**src/rtl/line_follow_pd_drive_assert.svh**
```systemverilog
// assertion macros used by the line follower top level
`ifndef LINE_FOLLOW_PD_DRIVE_ASSERT_SVH
`define LINE_FOLLOW_PD_DRIVE_ASSERT_SVH

// same-cycle implication, checked outside reset
`define LFPD_ASSERT_NOW(label, ante, cons) \
	label: assert property (@(posedge clk) disable iff (!arst_n) (ante) |-> (cons)) \
		else $error("line follower check failed");

// next-cycle implication, checked outside reset
`define LFPD_ASSERT_NEXT(label, ante, cons) \
	label: assert property (@(posedge clk) disable iff (!arst_n) (ante) |=> (cons)) \
		else $error("line follower check failed");

`endif

```
**src/rtl/lfpd_pkg.sv**
```systemverilog
package lfpd_pkg;

	// full motor duty and the slowdown applied on a cross line
	localparam int SPEED_MAX      = 255;
	localparam int CROSS_SLOWDOWN = 25;
	localparam int CROSS_SPEED    = (SPEED_MAX > CROSS_SLOWDOWN) ?
		(SPEED_MAX - CROSS_SLOWDOWN) : 0;

	// register indexes on the configuration port
	localparam logic [2:0] REG_SET_POINT       = 3'd0;
	localparam logic [2:0] REG_LOST_THRESHOLD  = 3'd1;
	localparam logic [2:0] REG_CROSS_THRESHOLD = 3'd2;
	localparam logic [2:0] REG_PROP_GAIN       = 3'd3;
	localparam logic [2:0] REG_DERIV_GAIN      = 3'd4;

	// register reset values
	localparam logic [9:0] RST_SET_POINT       = 10'd0;
	localparam logic [9:0] RST_LOST_THRESHOLD  = 10'd51;
	localparam logic [9:0] RST_CROSS_THRESHOLD = 10'd972;
	localparam logic [7:0] RST_PROP_GAIN       = 8'd24;
	localparam logic [7:0] RST_DERIV_GAIN      = 8'd80;

	typedef enum logic [1:0] {
		MODE_LOST  = 2'd0,
		MODE_CROSS = 2'd1,
		MODE_TRACK = 2'd2
	} mode_t;

	typedef struct packed {
		logic [9:0] set_point;
		logic [9:0] lost_threshold;
		logic [9:0] cross_threshold;
		logic [7:0] prop_gain;
		logic [7:0] deriv_gain;
	} cfg_t;

	typedef struct packed {
		logic [7:0] left_speed;
		logic [7:0] right_speed;
		mode_t      mode;
	} res_t;

endpackage

```
**src/rtl/line_follow_pd_drive.sv**
```systemverilog
// a sample is held in the input register, then its result is captured in the result register
// throughput: one sample per cycle while the output does not stall, the input register refills while a result is taken
// stalls only when both the input register and the result register are full and out_ready is low
// reset: registers return to their defaults, last error to zero, both stages empty
`include "line_follow_pd_drive_assert.svh"

module line_follow_pd_drive (
	input  logic       clk,
	input  logic       arst_n,
	input  logic       cfg_wr_en,
	input  logic [2:0] cfg_index,
	input  logic [9:0] cfg_data,
	input  logic       in_valid,
	output logic       in_ready,
	input  logic [9:0] sensor_sample,
	output logic       out_valid,
	input  logic       out_ready,
	output logic [7:0] left_speed,
	output logic [7:0] right_speed,
	output logic [1:0] drive_mode
);

	lfpd_pkg::cfg_t     cfg;
	lfpd_pkg::res_t     res;
	logic signed [10:0] error;
	logic signed [10:0] last_error_q;
	logic               valid_s1;
	logic [9:0]         sample_s1;
	logic               out_valid_q;
	lfpd_pkg::res_t     res_q;
	logic               out_load;
	logic               track_load;

	lfpd_regs u_regs (
		.clk       (clk),
		.arst_n    (arst_n),
		.cfg_wr_en (cfg_wr_en),
		.cfg_index (cfg_index),
		.cfg_data  (cfg_data),
		.cfg       (cfg)
	);

	lfpd_calc u_calc (
		.sample     (sample_s1),
		.cfg        (cfg),
		.last_error (last_error_q),
		.res        (res),
		.error      (error)
	);

	// stage handshake
	assign out_load   = valid_s1 && (!out_valid_q || out_ready);
	assign in_ready   = !valid_s1 || out_load;
	assign track_load = out_load && (res.mode == lfpd_pkg::MODE_TRACK);

	// input register
	always_ff @(posedge clk or negedge arst_n) begin
		if (!arst_n) begin
			valid_s1 <= 1'b0;
		end else if (in_valid && in_ready) begin
			valid_s1 <= 1'b1;
		end else if (out_load) begin
			valid_s1 <= 1'b0;
		end
	end

	always_ff @(posedge clk) begin
		if (in_valid && in_ready) begin
			sample_s1 <= sensor_sample;
		end
	end

	// result register
	always_ff @(posedge clk or negedge arst_n) begin
		if (!arst_n) begin
			out_valid_q <= 1'b0;
		end else if (out_load) begin
			out_valid_q <= 1'b1;
		end else if (out_ready) begin
			out_valid_q <= 1'b0;
		end
	end

	always_ff @(posedge clk) begin
		if (out_load) begin
			res_q <= res;
		end
	end

	// error history, only tracking samples update it
	always_ff @(posedge clk or negedge arst_n) begin
		if (!arst_n) begin
			last_error_q <= 11'sd0;
		end else if (track_load) begin
			last_error_q <= error;
		end
	end

	assign out_valid   = out_valid_q;
	assign left_speed  = res_q.left_speed;
	assign right_speed = res_q.right_speed;
	assign drive_mode  = res_q.mode;

	// checks
	`LFPD_ASSERT_NOW(a_lost_stops, out_valid_q && (res_q.mode == lfpd_pkg::MODE_LOST), (res_q.left_speed == 8'd0) && (res_q.right_speed == 8'd0))
	`LFPD_ASSERT_NOW(a_track_one_full, out_valid_q && (res_q.mode == lfpd_pkg::MODE_TRACK), (res_q.left_speed == 8'(lfpd_pkg::SPEED_MAX)) || (res_q.right_speed == 8'(lfpd_pkg::SPEED_MAX)))
	`LFPD_ASSERT_NOW(a_stall_only_full, !in_ready, valid_s1 && out_valid_q && !out_ready)
	`LFPD_ASSERT_NEXT(a_last_error_hold, !track_load, $stable(last_error_q))

endmodule

```
**src/rtl/lfpd_regs.sv**
```systemverilog
module lfpd_regs (
	input  logic                clk,
	input  logic                arst_n,
	input  logic                cfg_wr_en,
	input  logic [2:0]          cfg_index,
	input  logic [9:0]          cfg_data,
	output lfpd_pkg::cfg_t      cfg
);

	lfpd_pkg::cfg_t cfg_q;

	// register file, writes beyond the last index are dropped
	always_ff @(posedge clk or negedge arst_n) begin
		if (!arst_n) begin
			cfg_q.set_point       <= lfpd_pkg::RST_SET_POINT;
			cfg_q.lost_threshold  <= lfpd_pkg::RST_LOST_THRESHOLD;
			cfg_q.cross_threshold <= lfpd_pkg::RST_CROSS_THRESHOLD;
			cfg_q.prop_gain       <= lfpd_pkg::RST_PROP_GAIN;
			cfg_q.deriv_gain      <= lfpd_pkg::RST_DERIV_GAIN;
		end else if (cfg_wr_en) begin
			case (cfg_index)
				lfpd_pkg::REG_SET_POINT:       cfg_q.set_point       <= cfg_data;
				lfpd_pkg::REG_LOST_THRESHOLD:  cfg_q.lost_threshold  <= cfg_data;
				lfpd_pkg::REG_CROSS_THRESHOLD: cfg_q.cross_threshold <= cfg_data;
				lfpd_pkg::REG_PROP_GAIN:       cfg_q.prop_gain       <= cfg_data[7:0];
				lfpd_pkg::REG_DERIV_GAIN:      cfg_q.deriv_gain      <= cfg_data[7:0];
				default: begin
				end
			endcase
		end
	end

	assign cfg = cfg_q;

endmodule

```
**src/rtl/lfpd_calc.sv**
```systemverilog
module lfpd_calc (
	input  logic                 [9:0]  sample,
	input  lfpd_pkg::cfg_t              cfg,
	input  logic signed          [10:0] last_error,
	output lfpd_pkg::res_t              res,
	output logic signed          [10:0] error
);

	logic signed [11:0] deriv;
	logic signed [8:0]  kp_s;
	logic signed [8:0]  kd_s;
	logic signed [19:0] p_term;
	logic signed [20:0] d_term;
	logic signed [21:0] pd_sum;
	logic signed [21:0] pd_adj;
	logic signed [17:0] pd_div;
	logic signed [8:0]  pd;
	logic signed [9:0]  left_w;
	logic signed [9:0]  right_w;

	// error and its change since the last tracking sample
	assign error = $signed({1'b0, sample}) - $signed({1'b0, cfg.set_point});
	assign deriv = {error[10], error} - {last_error[10], last_error};

	// pd sum in signed q18.4, from gains in unsigned q4.4
	assign kp_s   = {1'b0, cfg.prop_gain};
	assign kd_s   = {1'b0, cfg.deriv_gain};
	assign p_term = 20'(kp_s) * 20'(error);
	assign d_term = 21'(kd_s) * 21'(deriv);
	assign pd_sum = {{2{p_term[19]}}, p_term} + {d_term[20], d_term};

	// drop the fraction, rounding toward zero
	assign pd_adj = pd_sum + (pd_sum[21] ? 22'sd15 : 22'sd0);
	assign pd_div = pd_adj[21:4];

	// saturate to the motor range
	always_comb begin
		if (pd_div > 18'(lfpd_pkg::SPEED_MAX)) begin
			pd = 9'(lfpd_pkg::SPEED_MAX);
		end else if (pd_div < -18'(lfpd_pkg::SPEED_MAX)) begin
			pd = -9'(lfpd_pkg::SPEED_MAX);
		end else begin
			pd = pd_div[8:0];
		end
	end

	// slow the motor on the side the line drifted to
	assign left_w  = 10'(lfpd_pkg::SPEED_MAX) + {pd[8], pd};
	assign right_w = 10'(lfpd_pkg::SPEED_MAX) - {pd[8], pd};

	// mode select, lost has priority over cross
	always_comb begin
		if (sample < cfg.lost_threshold) begin
			res.left_speed  = 8'd0;
			res.right_speed = 8'd0;
			res.mode        = lfpd_pkg::MODE_LOST;
		end else if (sample > cfg.cross_threshold) begin
			res.left_speed  = 8'(lfpd_pkg::CROSS_SPEED);
			res.right_speed = 8'(lfpd_pkg::CROSS_SPEED);
			res.mode        = lfpd_pkg::MODE_CROSS;
		end else if (pd[8]) begin
			res.left_speed  = left_w[7:0];
			res.right_speed = 8'(lfpd_pkg::SPEED_MAX);
			res.mode        = lfpd_pkg::MODE_TRACK;
		end else begin
			res.left_speed  = 8'(lfpd_pkg::SPEED_MAX);
			res.right_speed = right_w[7:0];
			res.mode        = lfpd_pkg::MODE_TRACK;
		end
	end

endmodule
```
**config.mk**
```make
export PLATFORM = sky130hd
export DESIGN_NAME = line_follow_pd_drive
export DESIGN_NICKNAME = d
export VERILOG_FILES = /design/src/rtl/lfpd_pkg.sv /design/src/rtl/line_follow_pd_drive.sv /design/src/rtl/lfpd_regs.sv /design/src/rtl/lfpd_calc.sv
export VERILOG_INCLUDE_DIRS = /design/src /design/src/rtl
export SDC_FILE = /design/constraint.sdc
export NUM_CORES = 1
export LEC_CHECK = 0
export BUFFER_PORTS_ARGS = -buffer_cell sky130_fd_sc_hd__buf_2
export CAP_MARGIN = 10
export CORE_AREA = 8 8 256 159
export DETAILED_ROUTE_END_ITERATION = 8
export DIE_AREA = 0 0 264 167
export PLACE_DENSITY = 0.56
export SLEW_MARGIN = 0
export SYNTH_ARGS = -nofsm -noshare
export SYNTH_HDL_FRONTEND = slang
export SYNTH_SLANG_ARGS = --single-unit
```
**constraint.sdc**
```tcl
create_clock -name clk -period 10.6 [get_ports clk]
set_clock_uncertainty 0.05 [all_clocks]
set_input_delay 2.12 -clock clk [delete_from_list [all_inputs] [get_ports clk]]
set_output_delay 2.12 -clock clk [all_outputs]
set_load 0.02 [all_outputs]
```
==> results of run 1 <==
==> state kept, by name, summed over array words and instances (netlist names) <==
name,flops
u_regs.cfg,46
valid_s1,1
left_speed,8
out_valid,1
sample_s1,10
last_error_q,11
drive_mode,2
right_speed,8
==> worst paths after layout <==
| check | startpoint | endpoint | cells past startpoint |
|---|---|---|---|
| max in group asynchronous | arst_n | out_valid | 2 |
| hold / removal | valid_s1 | out_valid | 1 |
| hold reg to reg | valid_s1 | out_valid | 1 |
| min in group asynchronous | arst_n | u_regs.cfg[20] | 2 |
| setup / recovery | sample_s1[0] | left_speed[6] | 46 |
| setup reg to reg | sample_s1[0] | left_speed[6] | 46 |
==> cell type report <==
type,instances,area [sq um],share of cell area (%)
inverters,290,1090,7.20
flip-flops and latches,87,2330,15.4
repair buffers,172,1180,7.83
multi-input cells,956,9620,63.6
clock inverters,7,62.6,0.414
clock buffers,9,225,1.49
well taps,484,606,4.00
==> worst register-to-register path, delay by kind of cell (launching register included) <==
family | cells | cell delay, ps
compound gates | 13 | 1980
xor+xnor | 2 | 310
fa+ha+maj | 11 | 4390
buf+inv | 9 | 830
flops | 1 | 390
simple gates | 11 | 2160
==> cells by family (layout without fill, tap and decap cells) <==
logic type	count (synthesis)	after routing	synth area share (%)
buffers and inverters	322	478	9.53
AND/OR/NAND/NOR	369	369	14.9
flip-flops	87	87	18.3
XOR/XNOR	60	60	4.11
multiplexers	32	32	2.79
adder cells (fa/ha/maj)	307	307	40.7
AO/OA/AOI/OAI	188	188	9.63
==> repair_timing <==
action | CTS | global route
buffers inserted | 1 | 18
setup endpoints to repair | 2 | 5
pin swaps | 5 | 66
resized for setup | 6 | 76
==> cells in the final DEF (no fill, tap or decap), types with 5 or more instances in the layout <==
master                      count
sky130_fd_sc_hd__inv_2          6
sky130_fd_sc_hd__buf_2         47
sky130_fd_sc_hd__xor2_1        15
sky130_fd_sc_hd__clkbuf_16      9
sky130_fd_sc_hd__nand2_1      151
sky130_fd_sc_hd__mux2_2        29
sky130_fd_sc_hd__ha_4          10
sky130_fd_sc_hd__xnor2_2        6
sky130_fd_sc_hd__o21ai_0       41
sky130_fd_sc_hd__ha_1         114
sky130_fd_sc_hd__inv_1        284
sky130_fd_sc_hd__nand3_1        9
sky130_fd_sc_hd__a21o_1        18
sky130_fd_sc_hd__dfstp_2       14
sky130_fd_sc_hd__a211o_1        6
sky130_fd_sc_hd__o21a_1        10
sky130_fd_sc_hd__nor2b_1       22
sky130_fd_sc_hd__fa_1         178
sky130_fd_sc_hd__nand2b_1       8
sky130_fd_sc_hd__o21ai_1        9
sky130_fd_sc_hd__a211oi_1       6
sky130_fd_sc_hd__o211ai_1       5
sky130_fd_sc_hd__nor2_1        25
sky130_fd_sc_hd__a21oi_1       31
sky130_fd_sc_hd__edfxtp_1      28
sky130_fd_sc_hd__and3_1         5
sky130_fd_sc_hd__dfrtp_1       45
sky130_fd_sc_hd__xnor2_1       35
sky130_fd_sc_hd__and2_1        89
sky130_fd_sc_hd__buf_4        122
sky130_fd_sc_hd__nor3_1        10
sky130_fd_sc_hd__a21oi_2       13
==> layer usage <==
| metal | up-vias | part of all wire [%] |
|---|---|---|
| met5 | - | 0 |
| met4 | 0 | 0.40 |
| met3 | 14 | 7.0 |
| met2 | 229 | 40 |
| met1 | 4736 | 53 |
| li1 | 4612 | - |
==> stage by stage <==
step / hold WS, ps / cells / util, %
2_1_floorplan: 399 / 1365 / -
3_3_place_gp: 412 / 1969 / 38.7
3_5_place_dp: 427 / 1969 / 38.7
4_1_cts: 441 / 1986 / 39.6
5_1_grt: 468 / 2005 / 40.9
6_report: 443 / 2005 / 40.9
==> flow_summary.html, run 1 <==
<table>
<tr><th>Metric</th><th>Value</th></tr>
<tr><th colspan="2">Synth</th></tr>
<tr><td>Library cells used by synthesis</td><td>75</td></tr>
<tr><td>Cell taking the most area after synthesis</td><td>sky130_fd_sc_hd__fa_1</td></tr>
<tr><td>Gate Count Post-Synth</td><td>1365</td></tr>
<tr><td>Post-synth top area share</td><td>28.4%</td></tr>
<tr><td>Synth Area per Inst</td><td>9.36 sq um</td></tr>
<tr><td>Number of warnings issued by yosys</td><td>0</td></tr>
<tr><td>Seq cells post-synth</td><td>87</td></tr>
<tr><td>Netlist Area Pre-Place</td><td>12800 sq um</td></tr>
<tr><td>Ranking of synthesized cells by area</td><td>sky130_fd_sc_hd__fa_1 (28%), sky130_fd_sc_hd__ha_1 (12%), sky130_fd_sc_hd__dfrtp_1 (8.8%)</td></tr>
<tr><td>Commonest cells post-synth</td><td>sky130_fd_sc_hd__inv_1 (290), sky130_fd_sc_hd__fa_1 (181), sky130_fd_sc_hd__nand2_1 (154), sky130_fd_sc_hd__ha_1 (126), sky130_fd_sc_hd__and2_1 (90)</td></tr>
<tr><td>Share of synthesized flip-flops with an asynchronous set or reset</td><td>67.8%</td></tr>
<tr><td>Top-count cell post-synth</td><td>sky130_fd_sc_hd__inv_1</td></tr>
<tr><td>Synth Net Count</td><td>1700</td></tr>
<tr><td>Register area share after synthesis</td><td>18.3%</td></tr>
<tr><td>Number of enable-type register cells in the synthesized netlist</td><td>28</td></tr>
<tr><td>Most used flip-flop cell after synthesis</td><td>sky130_fd_sc_hd__dfrtp_1</td></tr>
<tr><th colspan="2">Worst setup path</th></tr>
<tr><td>CP Buf/Inv Count</td><td>9</td></tr>
<tr><td>Biggest fanout along the worst timing path</td><td>5</td></tr>
<tr><td>Critical path's most frequent cell</td><td>sky130_fd_sc_hd__fa_1</td></tr>
<tr><td>Cell with the biggest individual delay on the critical path</td><td>sky130_fd_sc_hd__fa_1</td></tr>
<tr><td>Kind of critical path</td><td>reg2reg</td></tr>
<tr><td>Critical path launch point type</td><td>flop</td></tr>
<tr><td>CP endpoint kind</td><td>flop</td></tr>
<tr><td>Worst Path Required</td><td>10730 ps</td></tr>
<tr><td>Dominant delay contributor by cell family on the critical path</td><td>adder cells</td></tr>
<tr><td>Arrival time at the worst endpoint</td><td>10440 ps</td></tr>
<tr><td>Setup slack, reg-to-reg</td><td>slightly below 300 ps</td></tr>
<tr><td>CP max stage delay</td><td>550 ps</td></tr>
<tr><th colspan="2">Placement</th></tr>
<tr><td>Area post-placement</td><td>around 14000 sq um</td></tr>
<tr><td>Post-detail-place hpwl</td><td>between 20000 and 30000 microns</td></tr>
<tr><td>Number of buffers inserted by port buffering</td><td>between 40 and 50</td></tr>
<tr><td>Global placer's final weighted congestion</td><td>approximately 0.87</td></tr>
<tr><td>Setup slack at placement</td><td>-103 ps</td></tr>
<tr><th colspan="2">Timing</th></tr>
<tr><td>Count of endpoints failing hold in the final timing report</td><td>0</td></tr>
<tr><td>Max frequency</td><td>97.1 MHz</td></tr>
<tr><td>Total Negative Setup Slacks</td><td>0 ps</td></tr>
<tr><td>Setup repair after global routing missed its margin</td><td>true</td></tr>
<tr><td>Pins over their slew limit</td><td>0</td></tr>
<tr><td>Min Clock Period, post-route</td><td>10300 ps</td></tr>
<tr><td>Final setup slack of the worst path</td><td>298 ps</td></tr>
<tr><td>Final setup fails</td><td>0</td></tr>
<tr><td>Relative max-transition margin</td><td>a little over a quarter</td></tr>
<tr><td>Tightest Pin Transition</td><td>1090 ps</td></tr>
<tr><td>Final cycle utilization of the critical path</td><td>97.2%</td></tr>
<tr><th colspan="2">Layout</th></tr>
<tr><td>Post-Layout Inst Area</td><td>15100 sq um</td></tr>
<tr><td>NumNets Final</td><td>1851</td></tr>
<tr><td>Layout cells sized above 1</td><td>20.8%</td></tr>
<tr><td>Synth-to-layout area growth</td><td>18.4%</td></tr>
<tr><td>Antenna diode count</td><td>0</td></tr>
<tr><td>FILL cells</td><td>3657</td></tr>
<tr><th colspan="2">Detailed routing</th></tr>
<tr><td>Average wire per cell in the routed design</td><td>~17 microns</td></tr>
<tr><td>Detailed Routing Iterations Pass 1</td><td>4</td></tr>
<tr><td>DRC marker count from the first detailed-route iteration</td><td>approximately 600</td></tr>
<tr><td>Average vias per placed instance</td><td>4.78</td></tr>
<tr><td>Via count</td><td>9591</td></tr>
<tr><td>Count of nets left with antenna violations after detail routing</td><td>0</td></tr>
<tr><td>Total routed wirelength</td><td>33500 microns</td></tr>
<tr><td>DRC violation count after routing</td><td>0</td></tr>
<tr><th colspan="2">Global route</th></tr>
<tr><td>Wire length of the first global-routing pass</td><td>between 50000 and 60000 microns</td></tr>
<tr><td>Grt met2 use</td><td>20.5%</td></tr>
<tr><td>GRT overflow</td><td>0</td></tr>
<tr><td>M3 GR Usage</td><td>between 4 and 5%</td></tr>
<tr><td>Global-route layer with the greatest usage</td><td>met1</td></tr>
<tr><td>Vias in the first global route</td><td>9812</td></tr>
<tr><td>Antenna violations before repair</td><td>0</td></tr>
<tr><td>Tot GR Track Use</td><td>15.2%</td></tr>
<tr><td>Largest net degree at the start of global routing</td><td>60</td></tr>
<tr><td>Met1 Usage GRT</td><td>roughly a quarter</td></tr>
<tr><th colspan="2">Clock tree</th></tr>
<tr><td>Clock transition at the registers of the reported paths</td><td>70 ps</td></tr>
<tr><td>H-tree Lvls</td><td>3</td></tr>
<tr><td>Clock Root Buffer</td><td>sky130_fd_sc_hd__clkbuf_16</td></tr>
<tr><td>CTS tree</td><td>built</td></tr>
<tr><td>Later-pin clock latency in the skew report</td><td>about 370 ps</td></tr>
<tr><td>Total clock buffers created by CTS</td><td>9</td></tr>
<tr><td>Max clock buf depth</td><td>2</td></tr>
<tr><td>CTS Hold Buffers Added</td><td>0</td></tr>
<tr><td>CTS sink count</td><td>between 80 and 90</td></tr>
<tr><th colspan="2">Floorplan</th></tr>
<tr><td>Width of the die</td><td>264 microns</td></tr>
<tr><td>Core footprint</td><td>37000 sq um</td></tr>
<tr><td>DIE AREA</td><td>44100 sq um</td></tr>
<tr><td>Number of ports placed on the die boundary</td><td>48</td></tr>
<tr><td>Row Count</td><td>55</td></tr>
<tr><td>Height of the chip</td><td>between 150 and 200 microns</td></tr>
<tr><td>Starting utilization of the core area</td><td>34.5%</td></tr>
<tr><th colspan="2">Run</th></tr>
<tr><td>MaxCap Viol Count</td><td>0</td></tr>
<tr><th colspan="2">Hold path</th></tr>
<tr><td>Hold crit path type</td><td>reg2reg</td></tr>
<tr><th colspan="2">Outcome</th></tr>
<tr><td>Result of the run</td><td>complete, no violations</td></tr>
</table>
Power of run 1 is left out: the tool's default activity adds up to more than one toggle a clock period on the data nets, which glitch-free logic cannot reach.
==> inputs of run 2 (changes only) <==
--- a/config.mk
+++ b/config.mk
@@ -11,7 +11,7 @@
 export CORE_AREA = 8 8 256 159
 export DETAILED_ROUTE_END_ITERATION = 8
 export DIE_AREA = 0 0 264 167
-export PLACE_DENSITY = 0.56
+export PLACE_DENSITY = 0.5
 export SLEW_MARGIN = 0
 export SYNTH_ARGS = -nofsm -noshare
 export SYNTH_HDL_FRONTEND = slang
==> run 2 against run 1 <==
Register-to-register slack about the same. Worst setup slack gained 6.5 ps. Wire length increased by 1.2%. First-iteration DRC count unchanged. Non-clock buffer count down 19. Critical path depth is 4 lower. Clock-buffer cell count unchanged. Hold slack worse by 11 ps. Highest routed layer unchanged.
==> flow_summary.html, run 2 (synthesis gave the netlist of run 1 again) <==
<table>
<tr><th>Metric</th><th>Value</th></tr>
<tr><th colspan="2">Global route</th></tr>
<tr><td>GRT overflow</td><td>0 (unchanged)</td></tr>
<tr><td>Largest net degree at the start of global routing</td><td>60 (unchanged)</td></tr>
<tr><td>Antenna violations before repair</td><td>0 (unchanged)</td></tr>
<tr><td>Tot GR Track Use</td><td>15.4% (+0.21 points)</td></tr>
<tr><td>Wire length of the first global-routing pass</td><td>54600 microns (+1.3%)</td></tr>
<tr><td>Vias in the first global route</td><td>9724 (-0.90%)</td></tr>
<tr><th colspan="2">Layout</th></tr>
<tr><td>Max reg flops</td><td>46 (unchanged)</td></tr>
<tr><td>FILL cells</td><td>3689 (+0.88%)</td></tr>
<tr><td>Antenna diode count</td><td>0 (unchanged)</td></tr>
<tr><td>Multi-input gate area</td><td>9590 sq um (-0.34%)</td></tr>
<tr><td>NumNets Final</td><td>1832 (-1.0%)</td></tr>
<tr><td>Most used cells in the layout excluding fill and tap cells</td><td>sky130_fd_sc_hd__inv_1 (283), sky130_fd_sc_hd__fa_1 (179), sky130_fd_sc_hd__nand2_1 (151)</td></tr>
<tr><td>Synth-to-layout area growth</td><td>17.3%</td></tr>
<tr><td>Leading cell type in the layout, fill and taps excluded</td><td>sky130_fd_sc_hd__inv_1</td></tr>
<tr><td>Util after Layout</td><td>40.5% (-0.39 points)</td></tr>
<tr><td>Layout cells sized above 1</td><td>19.7% (-1.1 points)</td></tr>
<tr><td>Area occupied by registers</td><td>2330 sq um (unchanged)</td></tr>
<tr><th colspan="2">Timing</th></tr>
<tr><td>Final setup fails</td><td>0 (unchanged)</td></tr>
<tr><td>Min Clock Period, post-route</td><td>10300 ps (-6.55 ps)</td></tr>
<tr><td>Pins over their slew limit</td><td>0 (unchanged)</td></tr>
<tr><td>Final cycle utilization of the critical path</td><td>97.1% (about the same)</td></tr>
<tr><td>Tightest Pin Transition</td><td>1080 ps (-9.82 ps)</td></tr>
<tr><td>Count of endpoints failing hold in the final timing report</td><td>0 (unchanged)</td></tr>
<tr><td>Setup repair after global routing missed its margin</td><td>true</td></tr>
<tr><td>Relative max-transition margin</td><td>27.5% (+1.1 points)</td></tr>
<tr><td>Max frequency</td><td>97.1 MHz (about the same)</td></tr>
<tr><th colspan="2">Worst setup path</th></tr>
<tr><td>Worst Path Required</td><td>10720 ps (about the same)</td></tr>
<tr><td>Setup slack, reg-to-reg</td><td>300 ps (about the same)</td></tr>
<tr><td>Arrival time at the worst endpoint</td><td>10410 ps (-30 ps)</td></tr>
<tr><td>Biggest fanout along the worst timing path</td><td>4 (-1)</td></tr>
<tr><td>Cell with the biggest individual delay on the critical path</td><td>sky130_fd_sc_hd__fa_1</td></tr>
<tr><td>CP max stage delay</td><td>540 ps (about the same)</td></tr>
<tr><td>Critical path's most frequent cell</td><td>sky130_fd_sc_hd__fa_1</td></tr>
<tr><td>Kind of critical path</td><td>reg2reg</td></tr>
<tr><td>Critical path launch point type</td><td>flop</td></tr>
<tr><td>CP endpoint kind</td><td>flop</td></tr>
<tr><th colspan="2">Clock tree</th></tr>
<tr><td>Later-pin clock latency in the skew report</td><td>370 ps (about the same)</td></tr>
<tr><td>CTS Hold Buffers Added</td><td>0 (unchanged)</td></tr>
<tr><td>Clock Root Buffer</td><td>sky130_fd_sc_hd__clkbuf_16</td></tr>
<tr><td>H-tree Lvls</td><td>3 (unchanged)</td></tr>
<tr><td>Max clock buf depth</td><td>2 (unchanged)</td></tr>
<tr><td>CTS sink count</td><td>87 (unchanged)</td></tr>
<tr><td>Clock transition at the registers of the reported paths</td><td>80 ps (about the same)</td></tr>
<tr><td>CTS tree</td><td>built</td></tr>
<tr><td>Total clock buffers created by CTS</td><td>9 (unchanged)</td></tr>
<tr><th colspan="2">Floorplan</th></tr>
<tr><td>Core footprint</td><td>37000 sq um (unchanged)</td></tr>
<tr><td>DIE AREA</td><td>44100 sq um (unchanged)</td></tr>
<tr><td>Height of the chip</td><td>167 microns (unchanged)</td></tr>
<tr><td>Width of the die</td><td>264 microns (unchanged)</td></tr>
<tr><td>Starting utilization of the core area</td><td>34.5% (unchanged)</td></tr>
<tr><td>Row Count</td><td>55 (unchanged)</td></tr>
<tr><td>Number of ports placed on the die boundary</td><td>48 (unchanged)</td></tr>
<tr><th colspan="2">Placement</th></tr>
<tr><td>Number of buffers inserted by port buffering</td><td>47 (unchanged)</td></tr>
<tr><td>Global placer's final weighted congestion</td><td>0.841 (-3.1%)</td></tr>
<tr><td>Post-detail-place hpwl</td><td>28600 microns (+1.5%)</td></tr>
<tr><th colspan="2">Detailed routing</th></tr>
<tr><td>DRC violation count after routing</td><td>0 (unchanged)</td></tr>
<tr><td>Average wire per cell in the routed design</td><td>17.1 microns (+2.2%)</td></tr>
<tr><td>DRC marker count from the first detailed-route iteration</td><td>609 (unchanged)</td></tr>
<tr><td>Average vias per placed instance</td><td>4.74 (-1.0%)</td></tr>
<tr><td>Total routed wirelength</td><td>33900 microns (+1.2%)</td></tr>
<tr><td>Count of nets left with antenna violations after detail routing</td><td>0 (unchanged)</td></tr>
<tr><td>Detailed Routing Iterations Pass 1</td><td>5 (+1)</td></tr>
<tr><td>Via count</td><td>9404 (-1.9%)</td></tr>
<tr><th colspan="2">Outcome</th></tr>
<tr><td>Result of the run</td><td>complete, no violations</td></tr>
<tr><th colspan="2">Run</th></tr>
<tr><td>MaxCap Viol Count</td><td>0 (unchanged)</td></tr>
<tr><th colspan="2">Hold path</th></tr>
<tr><td>Hold crit path type</td><td>reg2reg</td></tr>
</table>
## run 2: cell count changes in the layout (fill, tap and decap cells not counted), moves of 3 or more
cell,previous run,this run
sky130_fd_sc_hd__clkinv_8,0,3
sky130_fd_sc_hd__buf_6,1,5
sky130_fd_sc_hd__a21boi_2,4,1
sky130_fd_sc_hd__buf_4,122,101
sky130_fd_sc_hd__xnor2_4,3,0
sky130_fd_sc_hd__xnor2_2,6,11
## run 2: area by class of cell
cell class | instances | area share (%)
flip-flops and latches | 87 | 15.6
clock inverters | 7 | 0.576
inverters | 290 | 7.27
clock buffers | 9 | 1.50
well taps | 484 | 4.04
multi-input cells | 956 | 64.0
repair buffers | 153 | 7.01
## run 2: per-stage QoR
stage | setup TNS (ps) | cell area [sq um] | cells | hold slack, ps | setup WS [ps]
CTS | 0 | 14600 | 1969 | 426 | 2.21
global route | -131 | 15000 | 1986 | 457 | -97.9
floorplan | 0 | 12800 | 1365 | 399 | 15.3
detailed placement | -98.2 | 14200 | 1953 | 424 | -98.2
finish | 0 | 15000 | 1986 | 432 | 305
global placement | 0 | 14200 | 1953 | 417 | 57.3
## run 2: final timing paths
path                       cells past startpoint          from        endpoint
max                                           42  sample_s1[0]   left_speed[6]
min                                            1      valid_s1       out_valid
max reg2reg                                   42  sample_s1[0]   left_speed[6]
min reg2reg                                    1      valid_s1       out_valid
max in group asynchronous                      2        arst_n        valid_s1
min in group asynchronous                      2        arst_n  u_regs.cfg[16]
## run 2: what timing repair did
action	4_1_cts	5_1_grt
pin swaps	15	75
setup buffers	0	16
endpoints found under the setup margin	2	5
gates cloned	0	0
gates resized for setup	12	64
## run 2: critical path, delay by kind of cell, from the launching register on
kind / cells / cell delay, ps
buf+inv: 7 / 530
simple gates: 9 / 2450
flops: 1 / 400
compound gates: 13 / 2130
fa+ha+maj: 11 / 4230
xor+xnor: 2 / 320
## run 2: layer usage
layer | up-vias | wire, microns | track usage (%)
li1 | 4573 | - | -
met1 | 4624 | 18800 | 25.3
met2 | 185 | 13000 | 20.5
met3 | 22 | 1850 | 3.04
met4 | 0 | 243 | 2.17
met5 | - | 0 | 0
Power of run 2 is left out for the same reason.
